### src/hdl/nrop_pkg.sv
// Shared types, codes and constants for the rudder-order sentence parser.
package nrop_pkg;

    localparam int SOURCE_CHARS = 8;
    localparam logic [16:0] ANGLE_MAX = 17'd99999;

    localparam logic [7:0] CH_COMMA = 8'h2C;
    localparam logic [7:0] CH_STAR  = 8'h2A;
    localparam logic [7:0] CH_DOT   = 8'h2E;
    localparam logic [7:0] CH_ZERO  = 8'h30;
    localparam logic [7:0] CH_NINE  = 8'h39;
    localparam logic [7:0] CH_A     = 8'h41;
    localparam logic [7:0] CH_V     = 8'h56;

    localparam logic [7:0] HDR_TAG [3] = '{8'h52, 8'h4F, 8'h52};

    typedef enum logic [2:0] {
        RES_OK        = 3'd0,
        RES_HEADER    = 3'd1,
        RES_STARBOARD = 3'd2,
        RES_STATUS1   = 3'd3,
        RES_PORT      = 3'd4,
        RES_STATUS2   = 3'd5,
        RES_SOURCE    = 3'd6
    } res_code_t;

    typedef struct packed {
        res_code_t   code;
        logic [16:0] starboard_angle;
        logic        starboard_status;
        logic [16:0] port_angle;
        logic        port_status;
        logic [63:0] source_text;
        logic [3:0]  source_length;
    } result_t;

endpackage

### src/hdl/nrop_core.sv
// Input word register, per-sentence state and the combinational byte update.
module nrop_core
    import nrop_pkg::*;
(
    input  logic        clk,
    input  logic        rst_n,
    input  logic        in_valid,
    output logic        in_stall,
    input  logic [7:0]  char_code,
    input  logic        sentence_end,
    input  logic        res_free,
    output logic        res_valid,
    output result_t     res
);

    typedef struct packed {
        logic [2:0]  field;
        logic [3:0]  cif;
        logic        hdr;
        logic [16:0] acc;
        logic [1:0]  dots;
        logic [1:0]  frac;
        logic        seen;
        logic [16:0] sv;
        logic [16:0] pv;
        logic [1:0]  stat;
        logic [63:0] src;
        logic [3:0]  cnt;
        res_code_t   err;
    } sent_t;

    localparam sent_t SENT_CLEAR = '{
        field: 3'd0, cif: 4'd0, hdr: 1'b1, acc: 17'd0, dots: 2'd0, frac: 2'd0,
        seen: 1'b0, sv: 17'd0, pv: 17'd0, stat: 2'd0, src: 64'd0, cnt: 4'd0,
        err: RES_OK
    };

    function automatic sent_t fail(input sent_t s, input res_code_t code);
        sent_t r;
        r = s;
        if (r.err == RES_OK)
            r.err = code;
        return r;
    endfunction

    function automatic logic [16:0] sat(input logic [20:0] v);
        return (v > 21'(ANGLE_MAX)) ? ANGLE_MAX : v[16:0];
    endfunction

    function automatic sent_t close_field(input sent_t s);
        sent_t r;
        r = s;
        case (s.field)
            3'd0: if (!(s.hdr && s.cif == 4'd6)) r = fail(r, RES_HEADER);
            3'd1: begin
                if (!s.seen) r = fail(r, RES_STARBOARD);
                r.sv = s.acc;
            end
            3'd3: begin
                if (!s.seen) r = fail(r, RES_PORT);
                r.pv = s.acc;
            end
            3'd2: if (s.cif != 4'd1) r = fail(r, RES_STATUS1);
            3'd4: if (s.cif != 4'd1) r = fail(r, RES_STATUS2);
            3'd5: if (s.cif == 4'd0) r = fail(r, RES_SOURCE);
            default: r = s;
        endcase
        return r;
    endfunction

    function automatic sent_t take_byte(input sent_t s, input logic [7:0] c);
        sent_t       r;
        logic        is_digit;
        logic [3:0]  d;
        logic [20:0] acc_w;
        logic [2:0]  slot;
        r = s;
        is_digit = (c >= CH_ZERO) && (c <= CH_NINE);
        d = 4'(c - CH_ZERO);
        acc_w = 21'(s.acc);
        slot = 3'd7 - s.cnt[2:0];
        if (s.field >= 3'd6) begin
            r = s;
        end else if (s.field < 3'd5 && c == CH_COMMA) begin
            r = close_field(s);
            r.field = s.field + 3'd1;
            r.cif = 4'd0;
            r.acc = 17'd0;
            r.dots = 2'd0;
            r.frac = 2'd0;
            r.seen = 1'b0;
        end else if (s.field == 3'd5 && c == CH_STAR) begin
            r = close_field(s);
            r.field = 3'd6;
        end else begin
            case (s.field)
                3'd0: begin
                    if (s.cif >= 4'd3 && s.cif <= 4'd5 && c != HDR_TAG[2'(s.cif - 4'd3)])
                        r.hdr = 1'b0;
                end
                3'd1, 3'd3: begin
                    if (is_digit) begin
                        if (s.dots == 2'd0) begin
                            // Integer digit: shift up one decade, the digit weighs 100.
                            r.acc = sat((acc_w << 3) + (acc_w << 1) + 21'(d) * 21'd100);
                            r.seen = 1'b1;
                        end else if (s.dots == 2'd1) begin
                            if (s.frac < 2'd2) begin
                                r.acc = sat(acc_w + ((s.frac == 2'd0) ?
                                        21'(d) * 21'd10 : 21'(d)));
                                r.frac = s.frac + 2'd1;
                            end
                            r.seen = 1'b1;
                        end
                    end else if (c == CH_DOT) begin
                        if (s.dots < 2'd2)
                            r.dots = s.dots + 2'd1;
                    end else begin
                        r = fail(r, (s.field == 3'd1) ? RES_STARBOARD : RES_PORT);
                    end
                end
                3'd2, 3'd4: begin
                    if (s.cif == 4'd0 && (c == CH_A || c == CH_V)) begin
                        if (s.field == 3'd2)
                            r.stat[0] = (c == CH_A);
                        else
                            r.stat[1] = (c == CH_A);
                    end else begin
                        r = fail(r, (s.field == 3'd2) ? RES_STATUS1 : RES_STATUS2);
                    end
                end
                default: begin
                    if (!(is_digit || c == CH_DOT))
                        r = fail(r, RES_SOURCE);
                    if (32'(s.cnt) < SOURCE_CHARS)
                        r.src[8*slot +: 8] = c;
                    if (s.cnt < 4'd15)
                        r.cnt = s.cnt + 4'd1;
                end
            endcase
            if (s.cif < 4'd15)
                r.cif = s.cif + 4'd1;
        end
        return r;
    endfunction

    logic        ibuf_valid_reg;
    logic [7:0]  ibuf_char_reg;
    logic        ibuf_end_reg;
    sent_t       sent_reg;
    sent_t       sent_next;
    sent_t       after;
    sent_t       fin;
    logic        step;

    assign step     = ibuf_valid_reg && (!ibuf_end_reg || res_free);
    assign in_stall = ibuf_valid_reg && !step;

    always_comb
    begin
        after = take_byte(sent_reg, ibuf_char_reg);
        fin = after;
        // A sentence cut short closes its open field, then fails on the first field that never began.
        if (after.field <= 3'd5) begin
            fin = close_field(after);
            if (after.field < 3'd5)
                fin = fail(fin, res_code_t'(after.field + 3'd2));
        end
        sent_next = ibuf_end_reg ? SENT_CLEAR : after;
    end

    always_comb
    begin
        res_valid = step && ibuf_end_reg;
        res = '0;
        res.code = fin.err;
        if (fin.err == RES_OK) begin
            res.starboard_angle  = fin.sv;
            res.starboard_status = fin.stat[0];
            res.port_angle       = fin.pv;
            res.port_status      = fin.stat[1];
            res.source_text      = fin.src;
            res.source_length    = fin.cnt;
        end
    end

    always_ff @(posedge clk or negedge rst_n)
    begin
        if (!rst_n) begin
            ibuf_valid_reg <= 1'b0;
            sent_reg       <= SENT_CLEAR;
        end else begin
            if (in_valid && !in_stall)
                ibuf_valid_reg <= 1'b1;
            else if (step)
                ibuf_valid_reg <= 1'b0;
            if (step)
                sent_reg <= sent_next;
        end
    end

    always_ff @(posedge clk)
    begin
        if (in_valid && !in_stall) begin
            ibuf_char_reg <= char_code;
            ibuf_end_reg  <= sentence_end;
        end
    end

endmodule

### src/hdl/nrop_out.sv
// Result register that holds a finished word until the downstream side takes it.
module nrop_out
    import nrop_pkg::*;
(
    input  logic    clk,
    input  logic    rst_n,
    input  logic    res_valid,
    input  result_t res,
    output logic    res_free,
    output logic    out_valid,
    input  logic    out_stall,
    output result_t out_res
);

    logic    out_valid_reg;
    result_t out_res_reg;

    assign res_free  = !out_valid_reg || !out_stall;
    assign out_valid = out_valid_reg;
    assign out_res   = out_res_reg;

    always_ff @(posedge clk or negedge rst_n)
    begin
        if (!rst_n) begin
            out_valid_reg <= 1'b0;
        end else if (res_free) begin
            out_valid_reg <= res_valid;
        end
    end

    always_ff @(posedge clk)
    begin
        if (res_free && res_valid)
            out_res_reg <= res;
    end

endmodule

### src/hdl/nmea_rudder_order_parser.sv
// Top level of the rudder-order sentence parser.
// Takes one byte word per cycle while in_stall is low and gives one result word
// per sentence, on the cycle after its last byte has moved from the input
// register through the byte update. Each byte passes an input register, the
// field logic and, on the last byte, a result register, so the sustained rate
// is one byte per cycle while the result side is free; a stalled result holds
// the final byte of the next sentence in the input register, while all earlier
// bytes keep flowing.
module nmea_rudder_order_parser
    import nrop_pkg::*;
(
    input  logic        clk,
    input  logic        rst_n,
    input  logic        in_valid,
    output logic        in_stall,
    input  logic [7:0]  char_code,
    input  logic        sentence_end,
    output logic        out_valid,
    input  logic        out_stall,
    output logic [2:0]  result_code,
    output logic [16:0] starboard_angle,
    output logic        starboard_status,
    output logic [16:0] port_angle,
    output logic        port_status,
    output logic [63:0] source_text,
    output logic [3:0]  source_length
);

    logic    res_free;
    logic    res_valid;
    result_t res;
    result_t out_res;

    nrop_core u_core (
        .clk          (clk),
        .rst_n        (rst_n),
        .in_valid     (in_valid),
        .in_stall     (in_stall),
        .char_code    (char_code),
        .sentence_end (sentence_end),
        .res_free     (res_free),
        .res_valid    (res_valid),
        .res          (res)
    );

    nrop_out u_out (
        .clk       (clk),
        .rst_n     (rst_n),
        .res_valid (res_valid),
        .res       (res),
        .res_free  (res_free),
        .out_valid (out_valid),
        .out_stall (out_stall),
        .out_res   (out_res)
    );

    assign result_code      = out_res.code;
    assign starboard_angle  = out_res.starboard_angle;
    assign starboard_status = out_res.starboard_status;
    assign port_angle       = out_res.port_angle;
    assign port_status      = out_res.port_status;
    assign source_text      = out_res.source_text;
    assign source_length    = out_res.source_length;

endmodule

### config.mk
export PLATFORM = sky130hd
export DESIGN_NAME = nmea_rudder_order_parser
export DESIGN_NICKNAME = d
export VERILOG_FILES = /design/src/hdl/nrop_pkg.sv /design/src/hdl/nrop_core.sv /design/src/hdl/nrop_out.sv /design/src/hdl/nmea_rudder_order_parser.sv
export SDC_FILE = /design/constraint.sdc
export NUM_CORES = 1
export LEC_CHECK = 0
export ABC_CLOCK_PERIOD_IN_PS = 9200
export BUFFER_PORTS_ARGS = -buffer_cell sky130_fd_sc_hd__buf_2
export CORE_UTILIZATION = 60
export CTS_BUF_LIST = sky130_fd_sc_hd__clkbuf_4 sky130_fd_sc_hd__clkbuf_8
export DETAILED_ROUTE_END_ITERATION = 6
export PLACE_DENSITY = 0.8
export SYNTH_ARGS = -nofsm -noshare
export SYNTH_HDL_FRONTEND = slang
export SYNTH_SLANG_ARGS = --single-unit
### constraint.sdc
create_clock -name clk -period 9.2 [get_ports clk]
set_input_delay 0.92 -clock clk [delete_from_list [all_inputs] [get_ports clk]]
set_output_delay 0.92 -clock clk [all_outputs]
set_load 0.02 [all_outputs]
==> impl_results.md <==
* CP max FO at 16
* Die span in y at around 160 um
* CTS tree: yes
* Vias in the first global route at 12.2k
* Critical path arrival at ~6.4 ns
* Worst-Margin Slew at between 1 and 1.5 ns
* Post-route antenna net violation count at 0
* Avg Inst Size Synth at 9.37 sq um
* # IOs at between 100 and 150
* Drt pass-1 iters at 6
* Setup ws final at ~3.2 ns
* Final Slew Violations at 0
* Initial Util at roughly three fifths
* Post-synth ARST share at between 50% and 60%
* Crit path kind: register to register
* Max-cap violations at 0
* Syn-to-layout area delta at 11.4%
* Drt drc at 0
* Tmin final at around 6.0 ns
* Cell count after synthesis at ~1.6k
* Post-Route WL at 41,300 um
* Post-Layout Cell Count at a little over 2k
* Crit-path slowest cell: edfxtp_1
* Netlist Area Pre-Place at 14,800 sq um
* Total global-route track usage at between 30% and 40%
* Skew final at 0.0303 ns
* Synth cell types at about 80
* Layout cells sized above 1 at roughly an eighth
* Slowest stage delay, CP at approximately 0.76 ns
* Mapped Nets at between 1.5k and 2k
* Htree depth at 2
* Routed vias at about 13k
* Commonest cells after routing, fill and taps aside: nand2_1, nor2_1, dfrtp_1
* I/O Buffers at ~120
* Post-CTS Setup Bufs at 0
* Routed vias/inst at 6.47
* Clock Tree Root: clkbuf_8
* DR iter-0 viols at 1,685
* Cell area after layout at 16,500 sq um
* Wire length per cell at slightly above 20 um
* Most common cell after layout, fill and taps aside: nand2_1
* Placed Area at ~16,000 sq um
* CP bufs+invs at 2
* Final setup violation count at 0
* CP Cell Sequence: inv_1 -> ha_1 -> ha_1 -> fa_1 -> xnor2_1 -> fa_1 -> inv_1 -> ha_1 -> a2111oi_0 -> o21ai_0 -> a31oi_1 -> o21ai_0 -> o31a_1 -> a211oi_1 -> o21ai_0 -> o21ai_0 -> a21oi_1 -> a21o_1
* Critical Path RT at between 9 and 10 ns
* Post-CTS resize count at 0
* Initial antenna violation count at 0
* Row Count at 57
* RSZ-0062 raised after global routing: false
* Critical Path Start Type: register
* Clock Path Buffers at 3
* Top_reg_cell synth: dfrtp_1
* Final period util at about 65%
* Crit path capture type: register
* Die ar. at between 20,000 and 30,000 sq um
* Dpl hpwl at 28,500 um
* Die X at approximately 160 um
* Core Footprint at 24,300 sq um
* Clk slew on worst S/H paths at around 0.06 ns
* First-pass GRT wire length at 65,400 um
* Flops & latches, synth at approximately 260
* CP delay by family, top: compound AO/OA/AOI/OAI gates
* Grt ovf at 0
* Setup TNS at 0 ns
* Placed Cells at between 1.5k and 2k
* N_diodes at 0
* Cell mode on critical path: o21ai_0
* Worst slack, placed at 3.32 ns
* Outcome: finished, final reports clean
* Utilization after layout at between 60% and 70%
* Slew HR at between 10% and 20%
* Seq/Total Area, Yosys at 46.9%
* Max frequency at 0.167 GHz
* VDD IR-drop max at about 0.00010 V
* Pwr Density at around 160 nW/um^2
* Path category of the worst min-delay check: input port to async pin
* Clock latency on the worst-skew pair at between 0.5 and 0.6 ns
* Largest register FFs at between 100 and 150
* Number of fill cells at 1,929
* Syn. warnings at 0
* Largest net degree at the start of global routing at between 70 and 80
* Number of buffers created by CTS at 44
* Nets at around 1.8k
* Hold Vio Cnt, Final at 0
* Leakage power at 6.70 nW
* Cts hold-fix bufs at 0
* Post-synth EDFFs at 116
* CTS sink cnt at 255
* Routability cong. at 0.942
==> cell families after synthesis <==
family | after synthesis | synth area share, %
AOI/OAI and AO/OA | 494 | 21.5
xor gates and xnor gates | 29 | 1.71
adders and majority gates | 84 | 7.68
buffers and inverters | 144 | 4.05
DFF | 255 | 46.9
muxes | 14 | 0.952
and+or+nand+nor | 564 | 17.2
==> report_power, final <==
| group | switching (mW) | internal (mW) | total (mW) | leakage (nW) |
|---|---|---|---|---|
| clock | 0.489 | 0.621 | 1.11 | 0.492 |
| sequential | 0.0331 | 1.22 | 1.26 | 3.05 |
| combinational | 0.248 | 0.105 | 0.353 | 3.15 |
| total | 0.770 | 1.95 | 2.72 | 6.70 |
==> synthesized netlist by cell type (all sizes together), types with 11 or more instances <==
cell type  number  area, sq um
mux2i          13          130
nor4           11         68.8
nor3           26          135
a221oi         18          158
ha             72          901
edfxtp        116         3480
a22o           35          307
o21ai         139          696
clkbuf         66          248
xnor2          19          166
a22oi          34          255
nand2b         13         81.3
o211ai         11         82.6
and3           14         87.6
inv            61          229
dfrtp         138         3450
buf            17          125
fa             12          240
a21oi         127          636
and2           18          113
nand2         210          788
nand4          11         68.8
a21o           12         90.1
nand3          37          185
a31oi          18          113
a211oi         13         97.6
nor2          177          664
==> final cells by class <==
cell class	count	area, sq um	share of cell area, %
clock buffers	56	702	4.24
flip-flops and latches	255	6960	42.1
inverters	61	231	1.40
clock inverters	26	235	1.42
multi-input cells	1185	7300	44.1
repair buffers	133	702	4.24
well taps	324	405	2.45
==> stage by stage <==
step | hold slack [ns] | power (mW)
floorplan | 0.449 | 1.52
global placement | 0.461 | 1.62
detailed placement | 0.471 | 1.62
CTS | 0.347 | 2.72
global route | 0.366 | 2.81
finish | 0.338 | 2.72
==> worst paths after layout <==
check	start	endpoint	slack (ns)	depth (start not counted)
worst max-delay path	u_core.ibuf_char_reg[0]$_DFFE_PP_	u_core.sent_reg[115]$_DFFE_PN0P_	3.22	18
worst min register to register	u_core.sent_reg[33]$_DFFE_PN0P_	u_core.sent_reg[33]$_DFFE_PN0P_	0.48	2
worst min-delay path	rst_n	u_core.sent_reg[102]$_DFFE_PN0P_	0.34	1
min in group clk	u_core.sent_reg[33]$_DFFE_PN0P_	u_core.sent_reg[33]$_DFFE_PN0P_	0.48	2
worst max register to register	u_core.ibuf_char_reg[0]$_DFFE_PP_	u_core.sent_reg[115]$_DFFE_PN0P_	3.22	18
max in group asynchronous	rst_n	u_core.sent_reg[37]$_DFFE_PN0P_	7.37	2
==> layer usage <==
layer  track usage (%)  part of all wire (%)
met1              46.6                    42
met2              48.4                    43
met3              7.06                    11
met4              12.2                   3.6
met5                 0                     0
Power figures use the tool's default switching activity.
